**config.mk**
```make
export PLATFORM = sky130hd
export DESIGN_NAME = crsf_frame_builder
export DESIGN_NICKNAME = d
export VERILOG_FILES = /design/src/crsfb_pkg.sv /design/src/crsfb_serializer.sv /design/src/crsf_frame_builder.sv
export SDC_FILE = /design/constraint.sdc
export NUM_CORES = 1
export LEC_CHECK = 0
export ABC_AREA = 1
export BUFFER_PORTS_ARGS = -buffer_cell sky130_fd_sc_hd__buf_2
export CORE_MARGIN = 2
export CORE_UTILIZATION = 30
export CTS_CLUSTER_SIZE = 8
export DETAILED_ROUTE_END_ITERATION = 8
export REMOVE_ABC_BUFFERS = 1
export SYNTH_ARGS = -nofsm -noshare
export SYNTH_HDL_FRONTEND = slang
export SYNTH_SLANG_ARGS = --single-unit
```
**constraint.sdc**
```tcl
create_clock -name clock -period 3.8 [get_ports clock]
set_clock_uncertainty 0.05 [all_clocks]
set_input_delay 0 -clock clock [delete_from_list [all_inputs] [get_ports clock]]
set_output_delay 0 -clock clock [all_outputs]
set_load 0.01 [all_outputs]
```
**src/crsfb_pkg.sv**
```systemverilog
// Shared types, constants and the CRC-8/DVB-S2 byte update for the CRSF frame builder.
// No dependencies.
`default_nettype none

package crsfb_pkg;

   localparam int MAX_PAYLOAD_DEF = 60;
   localparam logic [7:0] SYNC_ADDR_RESET = 8'hC8;
   localparam logic [7:0] CRC_POLY = 8'hD5;

   localparam int BYTE_W = 8;
   localparam int LEN_W = 6;
   // widest burst: sync, length, type, payload, crc
   localparam int BUNDLE_LEN = 5;
   localparam int BUNDLE_CNT_W = $clog2(BUNDLE_LEN + 1);
   localparam int BUNDLE_IDX_W = $clog2(BUNDLE_LEN);

   typedef struct packed {
      logic [BYTE_W-1:0] data;
      logic              frame_end;
      logic              length_error;
   } entry_type;

   typedef struct packed {
      entry_type [BUNDLE_LEN-1:0] entry;
      logic [BUNDLE_CNT_W-1:0]    count;
   } bundle_type;

   function automatic logic [7:0] crc8_update(input logic [7:0] crc, input logic [7:0] b);
      logic [7:0] c;
      c = crc ^ b;
      for (int k = 0; k < 8; k++) begin
         if (c[7]) begin
            c = {c[6:0], 1'b0} ^ CRC_POLY;
         end else begin
            c = {c[6:0], 1'b0};
         end
      end
      return c;
   endfunction

endpackage

`default_nettype wire

```
**src/crsfb_serializer.sv**
```systemverilog
// Holds one request's burst of result bytes and hands them out one per cycle while rsp_tready is high.
// Depends on crsfb_pkg (bundle_type, entry_type).
`default_nettype none

module crsfb_serializer (
   input  wire logic                  clock,
   input  wire logic                  reset,
   input  wire crsfb_pkg::bundle_type load_bundle,
   input  wire logic                  load_en,
   output logic                       load_ready,
   output logic                       rsp_tvalid,
   input  wire logic                  rsp_tready,
   output logic [7:0]                 rsp_tdata,   // [7:0] out_byte
   output logic                       rsp_tlast,   // frame_end
   output logic                       rsp_tuser    // length_error
);
   import crsfb_pkg::*;

   bundle_type              bundle_ff;
   logic [BUNDLE_CNT_W-1:0] left_ff, left_in;
   logic [BUNDLE_IDX_W-1:0] idx_ff, idx_in;
   entry_type               cur;
   logic                    take;

   assign cur        = bundle_ff.entry[idx_ff];
   assign rsp_tvalid = (left_ff != '0);
   assign take       = rsp_tvalid && rsp_tready;
   // a new burst may load while the last byte of the current one goes out
   assign load_ready = (left_ff == '0) || ((left_ff == BUNDLE_CNT_W'(1)) && rsp_tready);
   assign rsp_tdata  = cur.data;
   assign rsp_tlast  = cur.frame_end;
   assign rsp_tuser  = cur.length_error;

   always_comb begin
      left_in = left_ff;
      idx_in  = idx_ff;
      if (load_en) begin
         left_in = load_bundle.count;
         idx_in  = '0;
      end else if (take) begin
         left_in = left_ff - BUNDLE_CNT_W'(1);
         idx_in  = idx_ff + BUNDLE_IDX_W'(1);
      end
   end

   always_ff @(posedge clock) begin
      if (reset) begin
         left_ff <= '0;
         idx_ff  <= '0;
      end else begin
         left_ff <= left_in;
         idx_ff  <= idx_in;
      end
   end

   always_ff @(posedge clock) begin
      if (load_en) begin
         bundle_ff <= load_bundle;
      end
   end

   a_end_on_last: assert property (@(posedge clock) disable iff (reset)
      rsp_tvalid && rsp_tlast |-> left_ff == BUNDLE_CNT_W'(1))
      else $error("frame end flagged before the last byte of a burst");
   a_err_ends: assert property (@(posedge clock) disable iff (reset)
      rsp_tvalid && rsp_tuser |-> rsp_tlast)
      else $error("length error without frame end");
   a_no_overrun: assert property (@(posedge clock) disable iff (reset)
      load_en |-> load_ready && load_bundle.count != '0)
      else $error("burst loaded over pending bytes or empty");

endmodule

`default_nettype wire

```
**src/crsf_frame_builder.sv**
```systemverilog
// CRSF frame builder: one result burst per request, one result byte per cycle while rsp_tready is high.
// Latency: first result is valid the cycle after the request is accepted.
// Bursts: each request yields a burst of results (1 or 2 for a
// continuation byte, 4 or 5 for an opening byte, 1 for a zero length); the next request is
// taken in the cycle the previous burst's last byte is taken, so the output port sets the rate.
// Reset: frame state and CRC cleared, sync address back to 0xC8, pending results dropped.
// Depends on crsfb_pkg and crsfb_serializer.
`default_nettype none

module crsf_frame_builder #(
   parameter int MAX_PAYLOAD = crsfb_pkg::MAX_PAYLOAD_DEF
) (
   input  wire logic        clock,
   input  wire logic        reset,
   input  wire logic        csr_wr_en,
   input  wire logic [7:0]  csr_wr_data,  // sync_address
   input  wire logic        req_tvalid,
   output logic             req_tready,
   input  wire logic [15:0] req_tdata,    // [5:0] payload_len, [13:6] payload_byte,
                                          // [15:14] zero
   input  wire logic [7:0]  req_tuser,    // [7:0] frame_type
   output logic             rsp_tvalid,
   input  wire logic        rsp_tready,
   output logic [7:0]       rsp_tdata,    // [7:0] out_byte
   output logic             rsp_tlast,    // frame_end
   output logic             rsp_tuser     // length_error
);
   import crsfb_pkg::*;

   localparam int LEFT_W = $clog2(MAX_PAYLOAD + 1);
   localparam logic [7:0] MAX_LEN8 = 8'(MAX_PAYLOAD);

   logic [7:0]        sync_ff;
   logic              in_frame_ff, in_frame_in;
   logic [LEFT_W-1:0] left_ff, left_in;
   logic [7:0]        crc_ff, crc_in;

   logic [7:0]        frame_type, payload_byte;
   logic [LEN_W-1:0]  payload_len;
   logic [7:0]        len8, len_sat;
   logic [7:0]        crc_mid, crc_end;
   logic [LEFT_W-1:0] left_mid, left_dec;
   logic              last_byte, accept;
   bundle_type        bundle;

   assign frame_type   = req_tuser;
   assign payload_len  = req_tdata[5:0];
   assign payload_byte = req_tdata[13:6];
   assign accept       = req_tvalid && req_tready;

   always_comb begin
      len8      = {{(8 - LEN_W){1'b0}}, payload_len};
      len_sat   = (len8 > MAX_LEN8) ? MAX_LEN8 : len8;
      crc_mid   = in_frame_ff ? crc_ff : crc8_update(8'h00, frame_type);
      crc_end   = crc8_update(crc_mid, payload_byte);
      left_mid  = in_frame_ff ? left_ff : len_sat[LEFT_W-1:0];
      left_dec  = (left_mid != '0) ? left_mid - LEFT_W'(1) : left_mid;
      last_byte = (left_dec == '0);

      bundle      = '0;
      in_frame_in = in_frame_ff;
      left_in     = left_ff;
      crc_in      = crc_ff;

      if (!in_frame_ff && payload_len == '0) begin
         bundle.entry[0] = '{data: 8'h00, frame_end: 1'b1, length_error: 1'b1};
         bundle.count    = BUNDLE_CNT_W'(1);
      end else begin
         if (!in_frame_ff) begin
            bundle.entry[0] = '{data: sync_ff, frame_end: 1'b0, length_error: 1'b0};
            bundle.entry[1] = '{data: len_sat + 8'd2, frame_end: 1'b0, length_error: 1'b0};
            bundle.entry[2] = '{data: frame_type, frame_end: 1'b0, length_error: 1'b0};
            bundle.entry[3] = '{data: payload_byte, frame_end: 1'b0, length_error: 1'b0};
            bundle.entry[4] = '{data: crc_end, frame_end: 1'b1, length_error: 1'b0};
            bundle.count    = last_byte ? BUNDLE_CNT_W'(5) : BUNDLE_CNT_W'(4);
         end else begin
            bundle.entry[0] = '{data: payload_byte, frame_end: 1'b0, length_error: 1'b0};
            bundle.entry[1] = '{data: crc_end, frame_end: 1'b1, length_error: 1'b0};
            bundle.count    = last_byte ? BUNDLE_CNT_W'(2) : BUNDLE_CNT_W'(1);
         end
         in_frame_in = !last_byte;
         left_in     = left_dec;
         crc_in      = last_byte ? 8'h00 : crc_end;
      end
   end

   always_ff @(posedge clock) begin
      if (reset) begin
         sync_ff     <= SYNC_ADDR_RESET;
         in_frame_ff <= 1'b0;
         left_ff     <= '0;
         crc_ff      <= 8'h00;
      end else begin
         if (csr_wr_en) begin
            sync_ff <= csr_wr_data;
         end
         if (accept) begin
            in_frame_ff <= in_frame_in;
            left_ff     <= left_in;
            crc_ff      <= crc_in;
         end
      end
   end

   crsfb_serializer u_ser (
      .clock       (clock),
      .reset       (reset),
      .load_bundle (bundle),
      .load_en     (accept),
      .load_ready  (req_tready),
      .rsp_tvalid  (rsp_tvalid),
      .rsp_tready  (rsp_tready),
      .rsp_tdata   (rsp_tdata),
      .rsp_tlast   (rsp_tlast),
      .rsp_tuser   (rsp_tuser)
   );

   a_frame_has_bytes: assert property (@(posedge clock) disable iff (reset)
      in_frame_ff |-> left_ff != '0)
      else $error("open frame with no payload bytes left");
   a_zero_len_idle: assert property (@(posedge clock) disable iff (reset)
      accept && !in_frame_ff && payload_len == '0 |=> !in_frame_ff && crc_ff == 8'h00)
      else $error("zero length request opened a frame");
   a_idle_crc_clear: assert property (@(posedge clock) disable iff (reset)
      !in_frame_ff |-> crc_ff == 8'h00 && left_ff == '0)
      else $error("stale CRC or count while idle");

endmodule

`default_nettype wire
```
==> impl_metrics.ini, run 1 <==
[outcome]
status = completed

[placement]
hpwl_um = 8770
port_buffers = 46
gp_congestion = 0.897
placed_area_mm2 = 0.00498
dpl_worst_slack_ps = 1020

[cts]
clockBufferDepth = 2
clock-sinks = 72
cts-buffers-inserted = 9
path_clk_slew_ps = 60
cts_tree = done
cts_resized = 0
htreeDepth = 3
clk_latency_ps = 330
cts-root-buf = clkbuf_16

[global_route]
grt_max_degree = 49
grtUsageTotal = 0.150
antenna_found_initial = 0
grt-ovfl-total = 0
grt_pass1_wl_um = 19300
grt_pass1_vias = 3841

[synth]
synth.distinct_cells = 39
synth_edf_count = 43
yosysTopAreaCell = edfxtp_1
syn_area_mm2 = 0.00455
synth_common_cells = nand2_1 (160), nand3_1 (64), inv_1 (59), edfxtp_1 (43)
yosys_most_used_dff = edfxtp_1
ys_seq_area_frac = 0.411
syn_avg_cell_area_um2 = 7.51
yosysTopAreaCellShare = 0.284
synth.area.top_cells = edfxtp_1 (28%), nand2_1 (13%), dfxtp_1 (13%), nand3_1 (7.0%), inv_1 (4.9%)
yosysMostFrequentCell = nand2_1
async_reset_ff_frac = 0
postSynthCellCount = 606
synth_seq_cells = 72
ys_warn_count = 0

[power]
irDropWorstVdd_mv = 0.413
combPwrFrac = 0.517
power_frac_seq = 0.295
p_total_mw = 4.55
p_leak_nw = 2.54
clkPwrFrac = 0.188
p_int_mw = 2.53
power_density_mw_per_mm2 = 822
swShare = 0.443
p_sw_mw = 2.02

[die]
die_w_um = 127
io_pins = 49
die_area_mm2 = 0.0162
dieHeight_um = 127
num_rows = 45
core_area_mm2 = 0.0150
initial_core_util = 0.303

[sta]
holdWs_ps = 11.8
finalHoldViolCount = 0
fmax_mhz = 355
rsz0062_at_grt = false
fin_crit_sh = 0.741
max-slew-margin-rel = 0.519
worst_slew_pin_slew_ps = 721
layout_min_cycle_time_ps = 2810
layout_setup_ws_ps = 985
slew_violations = 0
setup_violations = 0

[finish]
drive_above_1_share = 0.183
fin_nets = 718
final_area_mm2 = 0.00553
fin_util = 0.368
synthToLayoutAreaGrowth_pct = 21.5
antenna_cells = 0

[worst_setup_path]
endpoint_kind = register
critical_path_class = register to register
start_kind = register
crit_buf_inv = 2
crit_top_cell = nand2_1
crit_fanout = 29
worst_ep_arrival_time_ps = 2860
worstPathRequired_ps = 3840
cp_slowest_cell = buf_4
critPathMaxStageDelay_ps = 380
crit_cells = 17
crit_chain = inv_1, buf_4, nand3_1, nand2_1, nand2_1, nand2_1, nand3_1, nand2_1, nand3_1, nand3_1, nand3_2, nand2_2, nand2_2, nand3_1, nand2_1, nand2_1, nand2_1
critPathTopFamily = simple AND/OR/NAND/NOR gates
rr_worst_depth = 17

[drt]
drtIter0Drc = 286
ant_nets = 0
via_per_inst = 4.74
dr_total_vias = 4108
firstDrtPassIters = 5
drt-total-wl_um = 11800
wl_per_cell_um = 13.7
drc = 0

[flow_run]
maxCapViolCount = 0

[min_path]
min_path_type = primary input to register
whs_path_depth = 3
==> final cells by class <==
type | instances | area, µm²
inverters | 71 | 267
fillers | 1546 | 9500
flip-flops and latches | 72 | 1870
clock buffers | 10 | 229
multi-input cells | 443 | 2340
clock inverters | 6 | 68.8
well taps | 188 | 235
repair buffers | 76 | 518
==> worst register-to-register path, cell delays in order, from the launching register on <==
cell and delay, ps:
dfxtp_1 310, inv_1 220, buf_4 380, nand3_1 190, nand2_1 120, nand2_1 50, nand2_1 100, nand3_1 90
nand2_1 100, nand3_1 170, nand3_1 170, nand3_2 130, nand2_2 140, nand2_2 70, nand3_1 90, nand2_1 90
nand2_1 60, nand2_1 40
==> metrics by stage <==
step | TNS, ps | std cells
5_1_grt | 0 | 866
6_report | 0 | 866
3_5_place_dp | 0 | 825
4_1_cts | 0 | 866
3_3_place_gp | 0 | 825
2_1_floorplan | -3670 | 586
==> layer usage <==
layer,up-vias,global-route usage,share of wire,routed length (µm)
met5,-,0,0,0
met4,0,0.0595,0.024,282
met3,19,0.0176,0.034,398
met2,92,0.240,0.45,5290
met1,1860,0.208,0.50,5880
li1,2137,-,-,-
==> what timing repair did <==
item	CTS	global route
hold buffers	25	0
hold endpoints to repair	18	0
buffers inserted	0	0
==> cells by family (layout without fill, tap and decap cells) <==
family	count (synthesis)	after routing	synth area share
xor+xnor	22	22	0.0481
flops	72	72	0.411
fa+ha+maj	8	8	0.0220
buf+inv	91	163	0.0759
simple gates	314	314	0.316
compound gates	99	99	0.127
==> final timing paths <==
kind	start	to	slack, ps
hold reg to reg	sync_ff[3]	sync_ff[3]	410
setup reg to reg	in_frame_ff	u_ser.bundle_ff[15]	990
setup / recovery	in_frame_ff	u_ser.bundle_ff[15]	990
hold / removal	req_tuser[6]	u_ser.bundle_ff[31]	10
==> power groups by stage <==
| stage | logic [mW] | clock network [mW] | registers (mW) |
|---|---|---|---|
| 2_1_floorplan | 1.68 | 0 | 1.34 |
| 3_3_place_gp | 2.29 | 0 | 1.35 |
| 3_5_place_dp | 2.31 | 0 | 1.36 |
| 4_1_cts | 2.35 | 0.860 | 1.34 |
| 5_1_grt | 2.65 | 0.890 | 1.37 |
| 6_report | 2.35 | 0.854 | 1.34 |
==> registers in the layout (all words and copies together) (netlist names) <==
name,flops
u_ser.left_ff,3
crc_ff,8
u_ser.bundle_ff,43
left_ff,6
u_ser.idx_ff,3
in_frame_ff,1
sync_ff,8
==> cell usage in the layout, fill, tap and decap left out, types with 2 or more instances in the layout <==
master,n
inv_1,59
nor3_1,2
clkinv_1,2
nand3_2,6
clkinv_4,2
ha_1,8
nand3_1,64
dlygate4sd3_1,25
o22ai_1,4
o21ai_0,41
or2_2,4
clkbuf_16,9
nand2_2,24
dfxtp_1,29
o32ai_1,2
o21ai_2,3
a221o_1,8
or2_1,3
nand3b_1,2
a21oi_2,2
a21oi_1,33
nand2_1,160
buf_4,5
nand2_4,2
inv_2,10
o21ai_1,2
xor2_1,14
xnor2_1,6
edfxtp_1,43
o211ai_1,2
buf_2,46
nor2_1,40
Note: power is estimated with default switching activity, not from simulation.
==> inputs of run 2 (changes only) <==
Settings changed: ABC_AREA 1 to 0.
Clock period 3.8 ns to 2.8 ns, I/O delays scaled along.
==> run 2 against run 1 <==
Sequential cell count did not move. Critical path depth decreased by 9. Die area is 10% lower. Sequential power rose by 39%. Clock power is 32% higher. Register-to-register slack lost 720 ps. Sequential share of layout area increased by 3.2 points. First-iteration DRC count shrank 26%. Largest power group unchanged. Total power is 25% higher. Routed wire length is 17% lower.
==> impl_metrics.ini, run 2 <==
[cts]
cts_tree = done
clock-sinks = 72
path_clk_slew_ps = 50
cts-root-buf = clkbuf_16
clockBufferDepth = 2
cts-buffers-inserted = 9
clk_latency_ps = 320
htreeDepth = 3
cts_resized = 0

[synth]
ys_warn_count = 0
synth_common_cells = nand2_1 (53), edfxtp_1 (43), nor2_1 (31), dfxtp_1 (29), o21ai_0 (28)
ys_seq_area_frac = 0.460
postSynthCellCount = 397
synth.area.top_cells = edfxtp_1 (32%), dfxtp_1 (14%), xnor2_1 (4.9%), nand2_1 (4.9%), mux4_2 (4.4%)
yosysMostFrequentCell = nand2_1
synth_seq_cells = 72
yosysTopAreaCellShare = 0.317
async_reset_ff_frac = 0
yosys_most_used_dff = edfxtp_1
yosysTopAreaCell = edfxtp_1
syn_area_mm2 = 0.00407
syn_avg_cell_area_um2 = 10.3
synth_edf_count = 43
synth.distinct_cells = 50

[finish]
fin_nets = 512
reg_top3 = u_ser.bundle_ff (43), crc_ff (8), sync_ff (8)
antenna_cells = 0
final_cell_mix = nand2_1 (53), buf_2 (46), edfxtp_1 (43)
instances_no_fill = 648
synthToLayoutAreaGrowth_pct = 24.0
largest_register_ffs = 43
drive_above_1_share = 0.225
largest-register = u_ser.bundle_ff
final_common_cell = nand2_1

[power]
p_leak_nw = 2.00
irDropWorstVdd_mv = 0.384
power_density_mw_per_mm2 = 1130
p_total_mw = 5.69

[drt]
ant_nets = 0
drc = 0
wl_per_cell_um = 15.2
dr_total_vias = 3074
via_per_inst = 4.74
firstDrtPassIters = 4
drt-total-wl_um = 9860
drtIter0Drc = 213

[placement]
placed_cells = 615
port_buffers = 46
gp_congestion = 0.896
hpwl_um = 7230
dpl_worst_slack_ps = 165

[outcome]
status = completed

[global_route]
grt_use_met3 = 0.0373
grt_pass1_vias = 2942
antenna_found_initial = 0
top_usage_layer = met2
grt-ovfl-total = 0
grtUsageTotal = 0.142
met1_usage = 0.186
grt_use_met2 = 0.236
grt_pass1_wl_um = 15800
grt_max_degree = 49

[worst_setup_path]
critical_path_class = register to register
worst_ep_arrival_time_ps = 2530
worstReg2RegStart = in_frame_ff
r2r-end = u_ser.bundle_ff[17]
crit_fanout = 48
endpoint_kind = register
start_kind = register
setup.worst_path.end = u_ser.bundle_ff[17]
worstPathRequired_ps = 2800
r2r_setup_slack_ps = 270
critPathLaunch = in_frame_ff
rr_worst_depth = 8

[die]
num_rows = 42
die_w_um = 121
io_pins = 49
core_area_mm2 = 0.0132
die_area_mm2 = 0.0145
initial_core_util = 0.308
dieHeight_um = 121

[sta]
finalHoldViolCount = 0
setup_tns_ps = 0
fin_crit_sh = 0.904
setup_violations = 0
layout_setup_ws_ps = 269
holdWs_ps = 4.00
slew_violations = 0
worst_slew_pin_slew_ps = 735
max-slew-margin-rel = 0.509
layout_min_cycle_time_ps = 2530
fmax_mhz = 395
rsz0062_at_grt = false

[flow_run]
maxCapViolCount = 0

[min_path]
min_path_type = primary input to register
-- run 2: metrics by stage --
step	area [µm²]	utilization
finish	5050	0.381
global route	5050	0.381
CTS	5050	0.381
detailed placement	4580	0.346
global placement	4580	0.346
floorplan	3970	-
-- run 2: repair_timing --
action / CTS / global route
endpoints found under the hold margin: 19 / 0
setup buffers: 0 / 0
hold buffers: 17 / 0
-- run 2: critical path, cell delays in order (launching register included) --
cell,delay [ps]
dfxtp_1,370
buf_12,240
nand2_1,100
o21ai_2,80
xor2_2,320
xor2_2,220
xnor3_2,470
xnor2_1,290
o22ai_1,120
-- run 2: area by class of cell --
cell class              count  area, µm²
clock buffers              11        243
well taps                 176        220
inverters                  16       60.1
flip-flops and latches     72       1870
multi-input cells         287       2040
clock inverters             5       56.3
fillers                  1340       8190
repair buffers             81        561
-- run 2: power breakdown --
part	internal [mW]	switching [mW]
Combinational	1.14	1.56
Sequential	1.69	0.171
Clock	0.712	0.422
Total	3.54	2.15
-- run 2: cells by family (layout without fill, tap and decap cells) --
| group | Yosys count | in the layout | synth area share |
|---|---|---|---|
| AOI/OAI and AO/OA | 75 | 75 | 0.109 |
| and+or+nand+nor | 136 | 136 | 0.157 |
| adders and majority gates | 8 | 8 | 0.0246 |
| muxes | 20 | 20 | 0.0740 |
| xor gates and xnor gates | 48 | 48 | 0.136 |
| DFF | 72 | 72 | 0.460 |
| buffers and inverters | 38 | 113 | 0.0406 |
-- run 2: how the worst min path moves through the flow --
stage / cells past startpoint / slack [ps] / startpoint / endpoint
final: 3 / 4 / req_tdata[6] / u_ser.bundle_ff[5]
after global routing: 2 / 10 / req_tuser[2] / u_ser.bundle_ff[27]
after CTS: 3 / 3 / req_tdata[8] / u_ser.bundle_ff[7]
after detailed placement: 2 / 160 / csr_wr_data[6] / sync_ff[6]
after global placement: 2 / 160 / csr_wr_data[7] / sync_ff[7]
after floorplan: 1 / 20 / reset / left_ff[1]
-- run 2: per-layer routing --
layer / vias up / wire [µm]
li1: 1539 / -
met1: 1455 / 4430
met2: 72 / 4770
met3: 8 / 547
met4: 0 / 108
met5: - / 0
==> inputs of run 3 (changes only) <==
Settings changed: PLACE_DENSITY set to 0.54.
==> run 3 against run 2 <==
Combinational power barely moved. Maximum frequency fell by 6.4%. Largest power group unchanged. Largest cell class unchanged. Sequential power barely moved. Via count fell by 0.52%.
==> impl_metrics.ini, run 3 (synthesis gave the netlist of run 2 again) <==
[power]
power_density_mw_per_mm2 = 1150
irDropWorstVdd_mv = 0.482
clkPwrFrac = 0.221
power_frac_seq = 0.320
p_int_mw = 3.63
p_leak_nw = 2.00
combPwrFrac = 0.460
swShare = 0.376
p_sw_mw = 2.19

[sta]
fmax_mhz = 370
layout_setup_ws_ps = 95.4
fin_crit_sh = 0.966
slew_violations = 0
max-slew-margin-rel = 0.457
finalHoldViolCount = 0
worst_slew_pin_slew_ps = 814
setup_violations = 0
rsz0062_at_grt = true
layout_min_cycle_time_ps = 2700

[finish]
fin_util = 0.381
synthToLayoutAreaGrowth_pct = 23.9
reg_top3 = u_ser.bundle_ff (43), crc_ff (8), sync_ff (8)
drive_above_1_share = 0.226
fin_nets = 509
largest_register_ffs = 43
final_area_mm2 = 0.00504
final_common_cell = nand2_1
largest-register = u_ser.bundle_ff
n_fill_cell = 1338
antenna_cells = 0
final_cell_mix = nand2_1 (53), buf_2 (46), edfxtp_1 (43)

[worst_setup_path]
start_kind = primary input
worstPathRequired_ps = 2790
endpoint_kind = register
crit_chain = dlygate4sd3_1, buf_2, xnor3_2, xnor2_1, o21ai_2, xor2_2, buf_4, xor2_1, xnor2_2, xnor2_1, o22ai_1
cp_slowest_cell = dlygate4sd3_1
critPathTopFamily = XOR/XNOR gates
critPathMaxStageDelay_ps = 520
crit_top_cell = xnor2_1
critical_path_class = primary input to register
worst_ep_arrival_time_ps = 2700
crit_buf_inv = 3
crit_fanout = 4

[die]
num_rows = 42
core_area_mm2 = 0.0132
dieHeight_um = 121
io_pins = 49
die_w_um = 121
initial_core_util = 0.308
die_area_mm2 = 0.0145

[cts]
clk_latency_ps = 330
path_clk_slew_ps = 60
clock-sinks = 72
cts-buffers-inserted = 9
cts-root-buf = clkbuf_16
post_cts_buffers = 0
clockBufferDepth = 2
htreeDepth = 3
cts_tree = done

[drt]
ant_nets = 0
drtIter0Drc = 168
firstDrtPassIters = 4
dr_total_vias = 3058
via_per_inst = 4.74
drt-total-wl_um = 9960
wl_per_cell_um = 15.4
drc = 0

[flow_run]
maxCapViolCount = 0

[global_route]
grtUsageTotal = 0.146
grt_pass1_wl_um = 16300
antenna_found_initial = 0
grt-ovfl-total = 0
grt_pass1_vias = 3102
grt_max_degree = 38

[placement]
port_buffers = 46
placed_area_mm2 = 0.00454
dpl_worst_slack_ps = 150
gp_congestion = 0.902
hpwl_um = 7310

[min_path]
min_path_type = primary input to register

[outcome]
status = completed
-- run 3: worst min-delay path: stages --
cell     delay (ps)
buf_2           140
nand2_1          60
o21ai_0          60
-- run 3: power by group through the flow --
stage / sequential [mW] / combinational, mW / clock, mW
after detailed placement: 1.89 / 2.66 / 0
final: 1.86 / 2.67 / 1.28
after floorplan: 1.89 / 1.87 / 0
after global routing: 1.91 / 3.02 / 1.35
after CTS: 1.87 / 2.69 / 1.32
after global placement: 1.87 / 2.64 / 0
-- run 3: worst paths after layout --
path	startpoint	endpoint	slack, ps	cells after the start
max	req_tuser[5]	u_ser.bundle_ff[18]	100	11
min	req_tdata[8]	u_ser.bundle_ff[7]	0.8	3
max reg2reg	in_frame_ff	u_ser.bundle_ff[17]	210	8
min reg2reg	crc_ff[2]	crc_ff[2]	400	2
-- run 3: metal layers --
metal | routed length [µm] | part of all wire | global-route usage
met5 | 0 | 0 | 0
met3 | 472 | 0.047 | 0.0288
met1 | 4540 | 0.46 | 0.192
met2 | 4820 | 0.48 | 0.239
met4 | 136 | 0.014 | 0.0552
-- run 3: through the flow --
stage	hold WS, ps	TNS, ps	instances	total power, mW
6_report	0.816	0	645	5.82
5_1_grt	25.2	-132	645	6.28
4_1_cts	1.74	0	645	5.87
3_5_place_dp	162	0	613	4.55
3_3_place_gp	159	0	613	4.51
2_1_floorplan	19.1	-14040	375	3.76
-- run 3: layout make-up --
| cell class | instances | area [µm²] | area share |
|---|---|---|---|
| Clock buffer | 10 | 250 | 0.0496 |
| Clock inverter | 6 | 90.1 | 0.0179 |
| Inverter | 16 | 60.1 | 0.0119 |
| Multi-Input combinational cell | 287 | 2040 | 0.405 |
| Sequential cell | 72 | 1870 | 0.371 |
| Tap cell | 176 | 220 | 0.0437 |
| Timing Repair Buffer | 78 | 510 | 0.101 |
-- run 3: repair_timing --
item                       CTS  global route
hold endpoints to repair    21             0
resized for setup            0             1
setup endpoints to repair    0             4
hold buffers                16             0
